[src/rtl/core/tsvfe_pkg.sv]
// Shared constants and types for the TSV field escape codec.
// Used by tsvfe_decode and tsv_field_escape_codec; depends on nothing.
`timescale 1ns / 1ps

package tsvfe_pkg;

    // Character codes
    localparam logic [7:0] CH_BSL  = 8'h5C;
    localparam logic [7:0] CH_TAB  = 8'h09;
    localparam logic [7:0] CH_LF   = 8'h0A;
    localparam logic [7:0] CH_CR   = 8'h0D;
    localparam logic [7:0] CH_HASH = 8'h23;
    localparam logic [7:0] CH_T    = 8'h74;
    localparam logic [7:0] CH_N    = 8'h6E;
    localparam logic [7:0] CH_R    = 8'h72;

    // Mode register values
    localparam logic MODE_ESCAPE   = 1'b0;
    localparam logic MODE_UNESCAPE = 1'b1;

    // Result counts per item
    localparam logic [1:0] CNT_NONE = 2'd0;
    localparam logic [1:0] CNT_ONE  = 2'd1;
    localparam logic [1:0] CNT_TWO  = 2'd2;

    // Decoded results of one input item
    typedef struct packed {
        logic [1:0] cnt;        // number of result bytes
        logic [7:0] byte0;      // first result byte
        logic [7:0] byte1;      // second result byte, when cnt is two
        logic       field_end;  // item closes the field
        logic       pend_next;  // backslash held after this item
    } t_dec;

endpackage

[src/rtl/core/tsv_field_escape_codec.sv]
// Top level of the TSV field escape codec: input register, decode, result buffer.
// Depends on tsvfe_pkg and tsvfe_decode.
`timescale 1ns / 1ps
//
// Usage:
//   Slave stream (i_s_*) takes one byte of a text field per item, with tlast on
//   the field's last byte. Master stream (o_m_*) gives the converted bytes; tlast
//   marks the final byte of the field, tuser marks the last byte produced by one
//   input item. The cfg channel writes the mode bit: 0 escapes backslash, tab,
//   newline, carriage return and '#', 1 undoes it. A mode write drops any held
//   backslash; write it only with the block empty.
//   An accepted item passes the input register, then the result register. One
//   item per cycle is sustained while the receiver is ready and each item
//   yields one byte; an item yielding two bytes holds the single output port
//   until both are taken. A held backslash yields no byte.
//   Reset clears both stages, the held backslash and sets escape mode.
//   When the receiver stalls, the result register holds its bytes and the input
//   register fills, after which o_s_tready drops until the output moves again.
//
module tsv_field_escape_codec (
    input  logic       i_clk,
    input  logic       i_rst_n,
    // Slave stream
    input  logic       i_s_tvalid,
    output logic       o_s_tready,
    input  logic [7:0] i_s_tdata,   // [7:0] in_byte
    input  logic       i_s_tlast,   // in_field_end
    // Master stream
    output logic       o_m_tvalid,
    input  logic       i_m_tready,
    output logic [7:0] o_m_tdata,   // [7:0] out_byte
    output logic       o_m_tlast,   // out_field_end
    output logic       o_m_tuser,   // [0] out_run_last
    // Configuration write
    input  logic       i_cfg_valid,
    output logic       o_cfg_ready,
    input  logic       i_cfg_data   // mode
);
    import tsvfe_pkg::*;

    logic       r_mode;
    logic       r_pend;
    logic       r_in_valid;
    logic [7:0] r_in_byte;
    logic       r_in_fend;
    logic [1:0] r_cnt;
    logic [7:0] r_b0;
    logic [7:0] r_b1;
    logic       r_fend;

    logic       out_take;
    logic       res_free;
    logic       res_load;
    logic       in_take;
    logic       cfg_take;
    t_dec       dec;

    tsvfe_decode u_decode (
        .i_mode      (r_mode),
        .i_pend      (r_pend),
        .i_byte      (r_in_byte),
        .i_field_end (r_in_fend),
        .o_dec       (dec)
    );

    // Handshake terms
    assign out_take    = o_m_tvalid && i_m_tready;
    assign res_free    = (r_cnt == CNT_NONE) || ((r_cnt == CNT_ONE) && out_take);
    assign res_load    = r_in_valid && res_free;
    assign o_s_tready  = !r_in_valid || res_free;
    assign in_take     = i_s_tvalid && o_s_tready;
    assign o_cfg_ready = 1'b1;
    assign cfg_take    = i_cfg_valid && o_cfg_ready;

    // Drive the output from the result register
    assign o_m_tvalid = (r_cnt != CNT_NONE);
    assign o_m_tdata  = r_b0;
    assign o_m_tuser  = (r_cnt == CNT_ONE);
    assign o_m_tlast  = r_fend && (r_cnt == CNT_ONE);

    // Hold mode and the held backslash
    always_ff @(posedge i_clk) begin
        if (!i_rst_n) begin
            r_mode <= MODE_ESCAPE;
            r_pend <= 1'b0;
        end else if (cfg_take) begin
            r_mode <= i_cfg_data;
            r_pend <= 1'b0;
        end else if (res_load) begin
            r_pend <= dec.pend_next;
        end
    end

    // Input register
    always_ff @(posedge i_clk) begin
        if (!i_rst_n) begin
            r_in_valid <= 1'b0;
        end else if (in_take) begin
            r_in_valid <= 1'b1;
        end else if (res_load) begin
            r_in_valid <= 1'b0;
        end
    end

    always_ff @(posedge i_clk) begin
        if (in_take) begin
            r_in_byte <= i_s_tdata;
            r_in_fend <= i_s_tlast;
        end
    end

    // Result register: load a decoded item or advance to its second byte
    always_ff @(posedge i_clk) begin
        if (!i_rst_n) begin
            r_cnt <= CNT_NONE;
        end else if (res_load) begin
            r_cnt <= dec.cnt;
        end else if (out_take) begin
            r_cnt <= r_cnt - 2'd1;
        end
    end

    always_ff @(posedge i_clk) begin
        if (res_load) begin
            r_b0   <= dec.byte0;
            r_b1   <= dec.byte1;
            r_fend <= dec.field_end;
        end else if (out_take) begin
            r_b0 <= r_b1;
        end
    end

`ifndef NO_ASSERTIONS
    // The result register never claims three bytes
    a_cnt_range: assert property (@(posedge i_clk) disable iff (!i_rst_n)
        r_cnt != 2'd3)
        else $error("result count out of range");

    // Escape mode never holds a backslash
    a_pend_mode: assert property (@(posedge i_clk) disable iff (!i_rst_n)
        r_pend |-> (r_mode == MODE_UNESCAPE))
        else $error("backslash held in escape mode");

    // A mode write drops the held backslash
    a_cfg_clear: assert property (@(posedge i_clk) disable iff (!i_rst_n)
        cfg_take |=> !r_pend)
        else $error("held backslash survived a mode write");

    // Taking the first byte of a pair leaves its second byte waiting
    a_pair_order: assert property (@(posedge i_clk) disable iff (!i_rst_n)
        (r_cnt == CNT_TWO) && out_take |=> (r_cnt == CNT_ONE) || $past(res_load))
        else $error("pair did not advance to its second byte");
`endif

endmodule

[src/rtl/core/tsvfe_decode.sv]
// Combinational byte translation for one item of the TSV field escape codec.
// Depends on tsvfe_pkg.
`timescale 1ns / 1ps

module tsvfe_decode (
    input  logic              i_mode,
    input  logic              i_pend,
    input  logic [7:0]        i_byte,
    input  logic              i_field_end,
    output tsvfe_pkg::t_dec   o_dec
);
    import tsvfe_pkg::*;

    logic [7:0] esc_code;
    logic       esc_hit;
    logic [7:0] unesc_byte;
    logic       unesc_hit;

    // Map a special byte to its code letter
    always_comb begin
        esc_hit  = 1'b1;
        esc_code = CH_BSL;
        case (i_byte)
            CH_BSL:  esc_code = CH_BSL;
            CH_TAB:  esc_code = CH_T;
            CH_LF:   esc_code = CH_N;
            CH_CR:   esc_code = CH_R;
            CH_HASH: esc_code = CH_HASH;
            default: esc_hit  = 1'b0;
        endcase
    end

    // Map a code letter back to its byte
    always_comb begin
        unesc_hit  = 1'b1;
        unesc_byte = CH_BSL;
        case (i_byte)
            CH_BSL:  unesc_byte = CH_BSL;
            CH_T:    unesc_byte = CH_TAB;
            CH_N:    unesc_byte = CH_LF;
            CH_R:    unesc_byte = CH_CR;
            CH_HASH: unesc_byte = CH_HASH;
            default: unesc_hit  = 1'b0;
        endcase
    end

    // Choose the results for this item
    always_comb begin
        o_dec.field_end = i_field_end;
        o_dec.pend_next = 1'b0;
        o_dec.byte1     = i_byte;
        o_dec.byte0     = i_byte;
        o_dec.cnt       = CNT_ONE;
        if (i_mode == MODE_ESCAPE) begin
            if (esc_hit) begin
                o_dec.cnt   = CNT_TWO;
                o_dec.byte0 = CH_BSL;
                o_dec.byte1 = esc_code;
            end
        end else if (i_pend) begin
            if (unesc_hit) begin
                o_dec.byte0 = unesc_byte;
            end else begin
                o_dec.cnt   = CNT_TWO;
                o_dec.byte0 = CH_BSL;
            end
        end else if (i_byte == CH_BSL && !i_field_end) begin
            o_dec.cnt       = CNT_NONE;
            o_dec.pend_next = 1'b1;
        end
    end

endmodule
[config.mk]
export PLATFORM = sky130hd
export DESIGN_NAME = tsv_field_escape_codec
export DESIGN_NICKNAME = d
export VERILOG_FILES = /design/src/rtl/core/tsvfe_pkg.sv /design/src/rtl/core/tsv_field_escape_codec.sv /design/src/rtl/core/tsvfe_decode.sv
export SDC_FILE = /design/constraint.sdc
export NUM_CORES = 1
export LEC_CHECK = 0
export ABC_AREA = 1
export BUFFER_PORTS_ARGS = -buffer_cell sky130_fd_sc_hd__buf_4
export CAP_MARGIN = 10
export CORE_MARGIN = 5
export CORE_UTILIZATION = 55
export DETAILED_ROUTE_END_ITERATION = 10
export PLACE_DENSITY = 0.84
export RECOVER_POWER = 50
export SETUP_SLACK_MARGIN = 0.5
export SLEW_MARGIN = 20
export SYNTH_ARGS = -nofsm -noshare
export SYNTH_HDL_FRONTEND = slang
export SYNTH_SLANG_ARGS = --single-unit
[constraint.sdc]
create_clock -name i_clk -period 2.4 [get_ports i_clk]
set_clock_uncertainty 0.05 [all_clocks]
set_input_delay 0.48 -clock i_clk [delete_from_list [all_inputs] [get_ports i_clk]]
set_output_delay 0.48 -clock i_clk [all_outputs]
set_load 0.01 [all_outputs]
After elaboration in Yosys (flattened, before gate mapping)
Index checks and enable logic that the tools add are counted.

Add/sub/neg operators: 1. Bitwise operators: 1. Order comparisons: 0. Multiplexer cells: 21. Divide/modulo/power cells: 0. Reductions and logical operators: 17. Multipliers: 0. Eq/ne operators: 9. Shifts and indexed selects: 0.

Operators by type and width (count): $pmux W7 S4 (2); $eq A8 B7 Y1 const B (4); $mux W8 (4); $eq A8 B4 Y1 const B (3); $mux W18 (1); $mux W10 (1); $reduce_or A5 Y1 (2); $eq A8 B6 Y1 const B (1); $mux W1 (8); $mux W2 (4); $mux W7 (1); $logic_and A1 B1 Y1 (6); $reduce_bool A2 Y1 (3); $eq A2 B1 Y1 const B (1); $logic_not A1 Y1 (2); $logic_not A2 Y1 (1); $logic_or A1 B1 Y1 (2); $reduce_or A2 Y1 (1); $sub A2 B1 Y2 const B (1); $not A1 Y1 (1).

Register bits: 31. Output and inout port bits: 13. Memory bits (read-only): 0. Bits in writable memories: 0. Latch bits: 0. Input port bits: 15. Memories: 0.

Logic depth before layout (Yosys ltp)
Gate-level depths: netlist (run 1).

Depth after elaboration: 7. Depth in mapped cells: 12. Depth with buffers taken out: 12.

By module
From an unflattened synthesis (run 1), not the netlist that was laid out.

Cells, all modules: 219. Area total of the unflattened synthesis: 1794.2 um2.

By module, submodules not included: tsv_field_escape_codec (area each 1197.4 um2, sequential area each 880.8 um2, instances 1, cells each 98); tsvfe_decode (area each 596.8 um2, sequential area each 0.0 um2, instances 1, cells each 121).

Least setup slack after synthesis (run 1)
Ideal clock, no wire load.

Path type: flip-flop to flip-flop. Start: reg r_cnt[0]. End: reg r_cnt[0]. Required time: 2241 ps. Slack: 398 ps. Arrival time: 1843 ps. Setup time: 109 ps. Stages on the path, launching flop included: 9. Cells stage by stage: dfxtp_1 > inv_1 > ha_1 > inv_1 > o21ai_0 > o21a_1 > nand3_1 > nand2_1 > inv_1.

Cells in the longest elaborated chain, start to end: 6. Elaborated cells on any way between the ends: 11. Those cells by class: 1 x add/sub; 1 x eq/ne; 2 x mux; 7 x reduce/logical.

RTL lines: start, declared (RTL line tsv_field_escape_codec.sv:46) `logic [1:0] r_cnt;`; start signal, assigned (RTL line tsv_field_escape_codec.sv:117) `r_cnt <= dec.cnt;`; start signal, assigned (RTL line tsv_field_escape_codec.sv:119) `r_cnt <= r_cnt - 2'd1;`; $reduce_bool A2 Y1 * (RTL line tsv_field_escape_codec.sv:76) `assign o_m_tvalid = (r_cnt != CNT_NONE);`; net o_m_tvalid (RTL line tsv_field_escape_codec.sv:29) `output logic o_m_tvalid,`; $logic_and A1 B1 Y1 * (RTL line tsv_field_escape_codec.sv:67) `assign out_take = o_m_tvalid && i_m_tready;`; $logic_and A1 B1 Y1 (RTL line tsv_field_escape_codec.sv:68) `assign res_free = (r_cnt == CNT_NONE) || ((r_cnt == CNT_ONE) && out_take);`; $logic_or A1 B1 Y1 (RTL line tsv_field_escape_codec.sv:68); $logic_and A1 B1 Y1 (RTL line tsv_field_escape_codec.sv:69) `assign res_load = r_in_valid && res_free;`; $mux W2 / $reduce_bool A2 Y1 (equally long branches).

The timed path passes the listed nets; every way through them passes the cells marked *. The select of a mux whose other input is x is not followed. A chain may end at the register's enable or synchronous reset.

Final worst setup path (run 1)
Start: reg r_cnt[0]. End: out o_s_tready.

Cells in the longest elaborated chain, start to end: 5. Elaborated cells on any way between the ends: 7. Those cells by class: 1 x eq/ne; 6 x reduce/logical.

RTL lines: $reduce_bool A2 Y1 (RTL line tsv_field_escape_codec.sv:76); $logic_and A1 B1 Y1 (RTL line tsv_field_escape_codec.sv:67); $logic_and A1 B1 Y1 (RTL line tsv_field_escape_codec.sv:68); $logic_or A1 B1 Y1 * (RTL line tsv_field_escape_codec.sv:68); $logic_or A1 B1 Y1 * (RTL line tsv_field_escape_codec.sv:70) `assign o_s_tready = !r_in_valid || res_free;`; end, declared (RTL line tsv_field_escape_codec.sv:25) `output logic o_s_tready,`.

Every way passes the cells marked *; elsewhere a longest branch is shown, timed or not.

==> flow_summary.ini, run 1 <==
[setup_path]
crit_buf_inv = 2
path_class = reg -> out
critPathArrivalTime_ps = 1440
crit_required_ps = 1870
cp_top_family = flip-flops
crit_path_max_fanout = 4
cp-end-kind = output port
startpoint_type = register
critPathSlowestCell = dfxtp_1
crit_chain = inv_1, ha_2, a21oi_1, nand2_1, buf_4
cp_slowest_stage_delay_ps = 400

[logic_synthesis]
synth.top_cell.area_share_pct = 46.3
ys_warn_count = 0
ys_ff_latch = 31
synth_cells = 200
synth-simple-area-share_pct = 28.2
syn_area_um2 = 1690
synth.avg_cell_area_um2 = 8.43
synth-xor-area-share_pct = 0
synth_adder_area_share_pct = 1.48
synth-compound-area-share_pct = 9.20
yosys.cell_types.count = 32
synth_area_leaders = edfxtp_1 (46%), nand2_1 (10%), inv_1 (6.2%)
synth_top_family_by_area = simple AND/OR/NAND/NOR gates
synthMuxAreaShare_pct = 0
ys_seq_area_share_pct = 52.2
syn-num-nets = 217
synth_area_leader_cell = edfxtp_1

[timing]
tightest_slew_ps = 662
timing.final.crit_share_pct = 82.2
fmax_ghz = 0.507
hold_viol = 0
slew_headroom_pct = 55.9
slew_viol_final = 0
rsz0062_at_grt = true
setup_viol = 0
post-route-min-period_ps = 1970
timing.setup.tns_ps = 0

[job]
drv_cap = 0

[floorplan]
die_h_um = 65.4
io_pins = 28
start_util_pct = 56.2
core_area_um2 = 3000
fp.dieW_um = 65.4
rows = 20
die_area_um2 = 4270

[cells_and_area]
drive_gt1_share_pct = 30.8
regArea_um2 = 882
fill_cells = 235
insertedDiodeCount = 0
syn_to_final_growth_pct = 25.0
layout_common_cells = nand2_1 (43), buf_4 (26), edfxtp_1 (26), inv_1 (22), nor2_1 (20)
multi_input_area_um2 = 711
fin_cells = 280
nNetsFinal = 263
mostFrequentLayoutCell = nand2_1

[clocking]
htree_levels = 2
cts-root-buf = clkbuf_4
clockBufferDepth = 2
clk_latency_ps = 340
cts_sinks = 31
cts_buffers = 5
cts_tree = yes
cts.clk_slew.worst_paths_ps = 80

[placement]
place_hpwl_mm = 2.65
place_inst = 256
io_buffers = 26
globalplace.congestion = 1.00

[routing]
viasPerCell = 5.47
wire_per_inst_um = 14.4
drcViolationCount = 0
drt-pass1-iter-count = 4
finalWirelength_mm = 4.05
drt_iter0_drc = 101
vias = 1531
antenna_left = 0

[global_route]
grt_usage_pct = 18.1
antenna_found_initial = 0
grt_pass1_vias = 1331
grt.overflow.total = 0
grt_first_pass_wirelength_mm = 5.77
grt_max_degree = 18

[pwr]
p_per_area_nw_per_um2 = 802
total_power_mw = 1.69
p_leak_nw = 0.929
ir_drop_mv = 0.519

[min_path]
hold_class = in -> reg

[outcome]
outcome = finished, final reports clean
through the flow:
step,hold slack [ps],utilization (%),area [um2],worst slack (ps)
2_1_floorplan,377,-,1690,649
3_5_place_dp,399,63.9,1920,427
6_report,263,70.2,2110,427
4_1_cts,257,66.0,1980,463
3_3_place_gp,400,63.9,1920,481
5_1_grt,254,70.2,2110,250
power by group:
part           total [mW]  switching (mW)  leakage, nW  internal (mW)
clock               0.288           0.171       0.0265          0.116
sequential          0.803          0.0572        0.288          0.746
combinational       0.600           0.362        0.614          0.238
cells by family after synthesis:
group	after synthesis
buffers and inverters	37
other	1
AO/OA/AOI/OAI	27
AND/OR/NAND/NOR	102
flip-flops	31
adder cells (fa/ha/maj)	2
what timing repair did:
| action | 4_1_cts | 5_1_grt |
|---|---|---|
| endpoints found under the setup margin | 3 | 14 |
| pin swaps | 0 | 10 |
| hold endpoints to repair | 0 | 0 |
| gates resized for setup | 2 | 25 |
| hold buffers | 0 | 0 |
| setup buffers | 1 | 15 |
path summary, 6_finish.rpt:
path,cells after the start,to,from,slack [ps]
worst max-delay path,5,o_s_tready,r_cnt[0],430
worst min register to register,0,r_fend,r_in_fend,430
worst min-delay path,2,r_pend,i_cfg_valid,260
worst max register to register,10,r_cnt[0],r_cnt[0],470
sequential cells by signal, summed over array words and instances, names as in the netlist, 2 cells and up:
register   flops
o_m_tdata      8
r_b1           8
r_cnt          2
r_in_byte      8
synth_stat cells:
master and n:
clkinv_1 1, o21ai_0 8, nor4_1 1, nand2_4 1
a32oi_1 1, buf_4 1, inv_4 1, o31ai_1 2
nor2_2 4, nand2_2 3, o21a_1 1, buf_2 1
o211ai_1 1, dfxtp_1 5, nand4_1 2, nor2_1 25
nand3_2 3, nor3_1 2, o21ai_1 2, a21oi_1 9
nand3b_1 1, edfxtp_1 26, nand3_1 10, conb_1 1
inv_1 28, ha_1 2, a21oi_2 1, clkbuf_1 3
inv_2 2, o22ai_1 2, nand2_1 47, nor2_4 3
metal layers:
| metal | GRT usage [%] | vias to the layer above | wire length [um] |
|---|---|---|---|
| li1 | - | 742 | - |
| met3 | 5.30 | 15 | 357 |
| met1 | 21.8 | 704 | 1570 |
| met4 | 8.03 | 0 | 140 |
| met2 | 29.8 | 70 | 1970 |
| met5 | 0 | - | 0 |
area by class of cell:
class / count / area share, %
clock buffers: 8 / 2.31
inverters: 32 / 6.11
multi-input cells: 132 / 33.7
flip-flops and latches: 31 / 41.8
well taps: 33 / 1.96
repair buffers: 44 / 14.1
No activity file was read; power rests on OpenSTA's default activity.
==> inputs of run 2 (changes only) <==
==> constraint.sdc (replaced) <==
create_clock -name i_clk -period 1.9 [get_ports i_clk]
set_clock_uncertainty 0.05 [all_clocks]
set_input_delay 0.38 -clock i_clk [delete_from_list [all_inputs] [get_ports i_clk]]
set_output_delay 0.38 -clock i_clk [all_outputs]
set_load 0.01 [all_outputs]
==> flow_summary.ini, run 2 (synthesis results as in run 1) <==
[outcome]
outcome = finished, violations left
violations = setup timing

[job]
drv_cap = 0

[clocking]
cts_sinks = 31
htree_levels = 2
cts_tree = yes
cts.clk_slew.worst_paths_ps = 100
cts-root-buf = clkbuf_4
clockBufferDepth = 2
clk_latency_ps = 350
cts_buffers = 5
ctsHoldBuffers = 0

[pwr]
p_sw_mw = 1.10
p_clk_share_pct = 17.9
ir_drop_mv = 0.854
p_int_mw = 2.03
p_per_area_nw_per_um2 = 1150
pwr-share-comb_pct = 48.8
p_sw_share_pct = 35.1
seqPwrFrac_pct = 33.3
p_leak_nw = 1.20

[min_path]
min_path_cells = 2
min-delay-start = i_cfg_valid
hold_class = in -> reg
worstHoldEndpoint = r_pend

[routing]
antenna_left = 0
drt_iter0_drc = 181
drcViolationCount = 0
wire_per_inst_um = 21.4
viasPerCell = 6.12
vias = 1917
drt-pass1-iter-count = 5
finalWirelength_mm = 6.69

[timing]
setup_ws_ps = -138
fmax_ghz = 0.491
timing.final.crit_share_pct = 107
slew_headroom_pct = 59.7
tightest_slew_ps = 604
setup_viol = 8
post-route-min-period_ps = 2040
rsz0062_at_grt = true
hold_viol = 0
slew_viol_final = 0

[global_route]
grt_usage_pct = 22.8
met2_usage_pct = 38.4
grt_max_degree = 16
met1_usage_pct = 26.5
grt_pass1_vias = 1601
use_met3_pct = 7.01
antenna_found_initial = 0
grt.overflow.total = 0
grt_most_used_layer = met2
grt_first_pass_wirelength_mm = 7.27

[floorplan]
rows = 20
core_area_um2 = 3000
fp.dieW_um = 65.4
start_util_pct = 56.2
die_area_um2 = 4270
die_h_um = 65.4
io_pins = 28

[cells_and_area]
finalInstanceArea_um2 = 2720
nNetsFinal = 296
insertedDiodeCount = 0
syn_to_final_growth_pct = 61.4
fin_cells = 313
drive_gt1_share_pct = 52.5
mostFrequentLayoutCell = buf_4
layout_common_cells = buf_4 (37), nand2_1 (30), edfxtp_1 (26), inv_1 (19), nand2_2 (17)

[setup_path]
r2r_cells = 10
path_class = reg -> reg
r2r_slack_ps = -140
rr_endpoint = o_m_tdata[6]
r2r-start = r_in_byte[7]
crit_required_ps = 1950
cp-end-kind = register
crit_path_max_fanout = 3
startpoint_type = register
critPathArrivalTime_ps = 2090

[placement]
place_hpwl_mm = 2.67
io_buffers = 26
place_inst = 261
post-place-ws_ps = 127
globalplace.congestion = 0.961
place_area_um2 = 2040
## run 2: worst max-delay path by stage
stage	start	end	slack (ps)	cells after the start
CTS	r_cnt[0]	o_s_tready	170	5
global placement	r_in_byte[2]	o_m_tdata[6]	110	10
finish	r_in_byte[7]	o_m_tdata[6]	-140	10
global route	r_in_byte[4]	o_m_tdata[6]	-210	10
detailed placement	r_in_byte[2]	o_m_tdata[6]	130	10
floorplan	r_in_byte[7]	r_b1[1]	300	10
## run 2: power by group through the flow
stage               combinational, mW  sequential, mW  clock [mW]
detailed placement              0.822            1.03           0
global placement                0.814            1.03           0
global route                     1.61            1.05       0.596
CTS                              1.10            1.02       0.548
floorplan                       0.509            1.06           0
finish                           1.53            1.04       0.559
## run 2: layout make-up
type / count / area, um2
fillers: 114 / 282
clock inverters: 2 / 35.0
multi-input cells: 132 / 898
repair buffers: 77 / 677
flip-flops and latches: 31 / 885
well taps: 33 / 41.3
inverters: 32 / 134
clock buffers: 6 / 51.3
## run 2: per-stage QoR
stage | total power [mW] | hold slack, ps | setup TNS, ps | utilization (%)
after detailed placement | 1.85 | 399 | 0 | 68.0
final | 3.13 | 163 | -376 | 90.6
after global routing | 3.26 | 154 | -1170 | 90.6
after CTS | 2.67 | 151 | 0 | 80.8
after floorplan | 1.56 | 377 | 0 | -
after global placement | 1.84 | 401 | 0 | 68.0
## run 2: timing repair
| item | CTS | global route |
|---|---|---|
| setup buffers | 20 | 22 |
| pin swaps | 26 | 18 |
| gates resized for setup | 38 | 41 |
| endpoints found under the setup margin | 36 | 46 |
| gates cloned | 1 | 1 |
## run 2: worst max-delay path: stages, from the launching register on
cell and delay (ps):
edfxtp_1 460, inv_1 160, nand2_1 140, nor2_1 150, nand2_1 130, nand2_2 130
nor2_1 70, nand2_1 130, nand2_1 90, o21ai_1 180, o21ai_1 100
## run 2: layer usage
layer / part of all wire [%] / routed length (um)
met5: 0 / 0
met4: 5.1 / 344
met3: 8.2 / 549
met2: 50 / 3320
met1: 37 / 2480
==> inputs of run 3 (changes only) <==
--- a/config.mk
+++ b/config.mk
@@ -9,9 +9,9 @@
 export BUFFER_PORTS_ARGS = -buffer_cell sky130_fd_sc_hd__buf_4
 export CAP_MARGIN = 10
 export CORE_MARGIN = 5
-export CORE_UTILIZATION = 55
+export CORE_UTILIZATION = 28
 export DETAILED_ROUTE_END_ITERATION = 10
-export PLACE_DENSITY = 0.84
+export PLACE_DENSITY = 0.51
 export RECOVER_POWER = 50
 export SETUP_SLACK_MARGIN = 0.5
 export SLEW_MARGIN = 20
==> constraint.sdc (replaced) <==
create_clock -name i_clk -period 2.1 [get_ports i_clk]
set_clock_uncertainty 0.05 [all_clocks]
set_input_delay 0.42 -clock i_clk [delete_from_list [all_inputs] [get_ports i_clk]]
set_output_delay 0.42 -clock i_clk [all_outputs]
set_load 0.01 [all_outputs]
==> flow_summary.ini, run 3 (synthesis results as in run 1) <==
[setup_path]
critPathSlowestCell = dfxtp_4
cp-end-kind = output port
critPathArrivalTime_ps = 1400
r2r_slack_ps = 290
path_class = reg -> out
startpoint_type = register
crit_path_max_fanout = 3
crit_required_ps = 1630
cp_slowest_stage_delay_ps = 370
crit_chain = inv_2, ha_4, a21oi_1, nand2_2, buf_6

[global_route]
antenna_found_initial = 0
grt.overflow.total = 0
grt_usage_pct = 11.4
grt_first_pass_wirelength_mm = 6.67
grt_max_degree = 13
grt_pass1_vias = 1438

[timing]
slew_viol_final = 0
tightest_slew_ps = 595
timing.setup.tns_ps = 0
fmax_ghz = 0.533
rsz0062_at_grt = true
slew_headroom_pct = 60.4
timing.final.crit_share_pct = 89.3
setup_viol = 0
setup_ws_ps = 225
post-route-min-period_ps = 1870
hold_viol = 0

[cells_and_area]
multi_input_area_um2 = 808
nNetsFinal = 278
fill_cells = 597
regArea_um2 = 886
mostFrequentLayoutCell = nand2_1
insertedDiodeCount = 0
layout_common_cells = nand2_1 (39), buf_4 (37), edfxtp_1 (26), inv_1 (19), nor2_1 (16)
drive_gt1_share_pct = 42.0
syn_to_final_growth_pct = 42.9

[outcome]
outcome = finished, final reports clean

[routing]
drt_iter0_drc = 144
drcViolationCount = 0
vias = 1553
wire_per_inst_um = 13.0
antenna_left = 0
drt-pass1-iter-count = 4
viasPerCell = 4.61
finalWirelength_mm = 4.39

[clocking]
htree_levels = 2
cts-root-buf = clkbuf_8
cts_sinks = 31
cts_tree = yes
ctsHoldBuffers = 0
cts.clk_slew.worst_paths_ps = 60
clockBufferDepth = 2
clk_latency_ps = 280
cts_buffers = 5

[floorplan]
io_pins = 28
rows = 28
die_area_um2 = 7680
core_area_um2 = 5890
start_util_pct = 28.7
fp.dieW_um = 87.6
die_h_um = 87.6

[pwr]
ir_drop_mv = 0.306
p_leak_nw = 1.03
p_per_area_nw_per_um2 = 890
total_power_mw = 2.14

[placement]
io_buffers = 26
globalplace.congestion = 0.927
post-place-ws_ps = 286
place_hpwl_mm = 2.89

[min_path]
hold_class = in -> reg

[job]
drv_cap = 0
run 3: per-layer routing:
metal	GRT usage [%]	up-vias	wire length, um
met5	0	-	0
met4	7.11	0	197
met3	2.73	21	213
met2	17.1	48	2100
met1	14.8	716	1870
li1	-	768	-
run 3: worst max-delay path: cells and delay by family (launching register included):
family	cells	cell delay [ps]
buffers and inverters	2	190
adder cells (fa/ha/maj)	1	150
AO/OA/AOI/OAI	1	310
AND/OR/NAND/NOR	1	100
flip-flops	1	370
run 3: report_power, final:
group | leakage, nW | total, mW | internal (mW) | switching [mW]
clock network | 0.0422 | 0.454 | 0.232 | 0.222
logic | 0.694 | 0.766 | 0.313 | 0.454
registers | 0.289 | 0.924 | 0.858 | 0.0659
run 3: area by class of cell:
class,instances,area share [%]
repair buffers,58,16.7
inverters,32,5.45
clock buffers,7,3.17
well taps,75,3.89
clock inverters,1,0.208
repair inverters,1,0.312
multi-input cells,132,33.5
flip-flops and latches,31,36.8
run 3: per-stage QoR:
step	instances	hold slack, ps	area (um2)	utilization [%]
2_1_floorplan	200	377	1750	-
3_3_place_gp	297	411	2010	34.2
3_5_place_dp	297	412	2010	34.2
4_1_cts	323	248	2250	38.3
5_1_grt	337	259	2410	40.9
6_report	337	259	2410	40.9
run 3: timing repair:
action | in CTS | in global routing
resized for setup | 6 | 39
endpoints found under the setup margin | 28 | 30
gates cloned | 0 | 1
pin swaps | 3 | 12
buffers inserted | 18 | 13
run 3: worst paths after layout:
kind                 to  cells past startpoint    startpoint
max reg2reg     r_b1[6]                      9  r_in_byte[1]
min reg2reg      r_fend                      0     r_in_fend
min              r_pend                      2   i_cfg_valid
max          o_s_tready                      5      r_cnt[0]
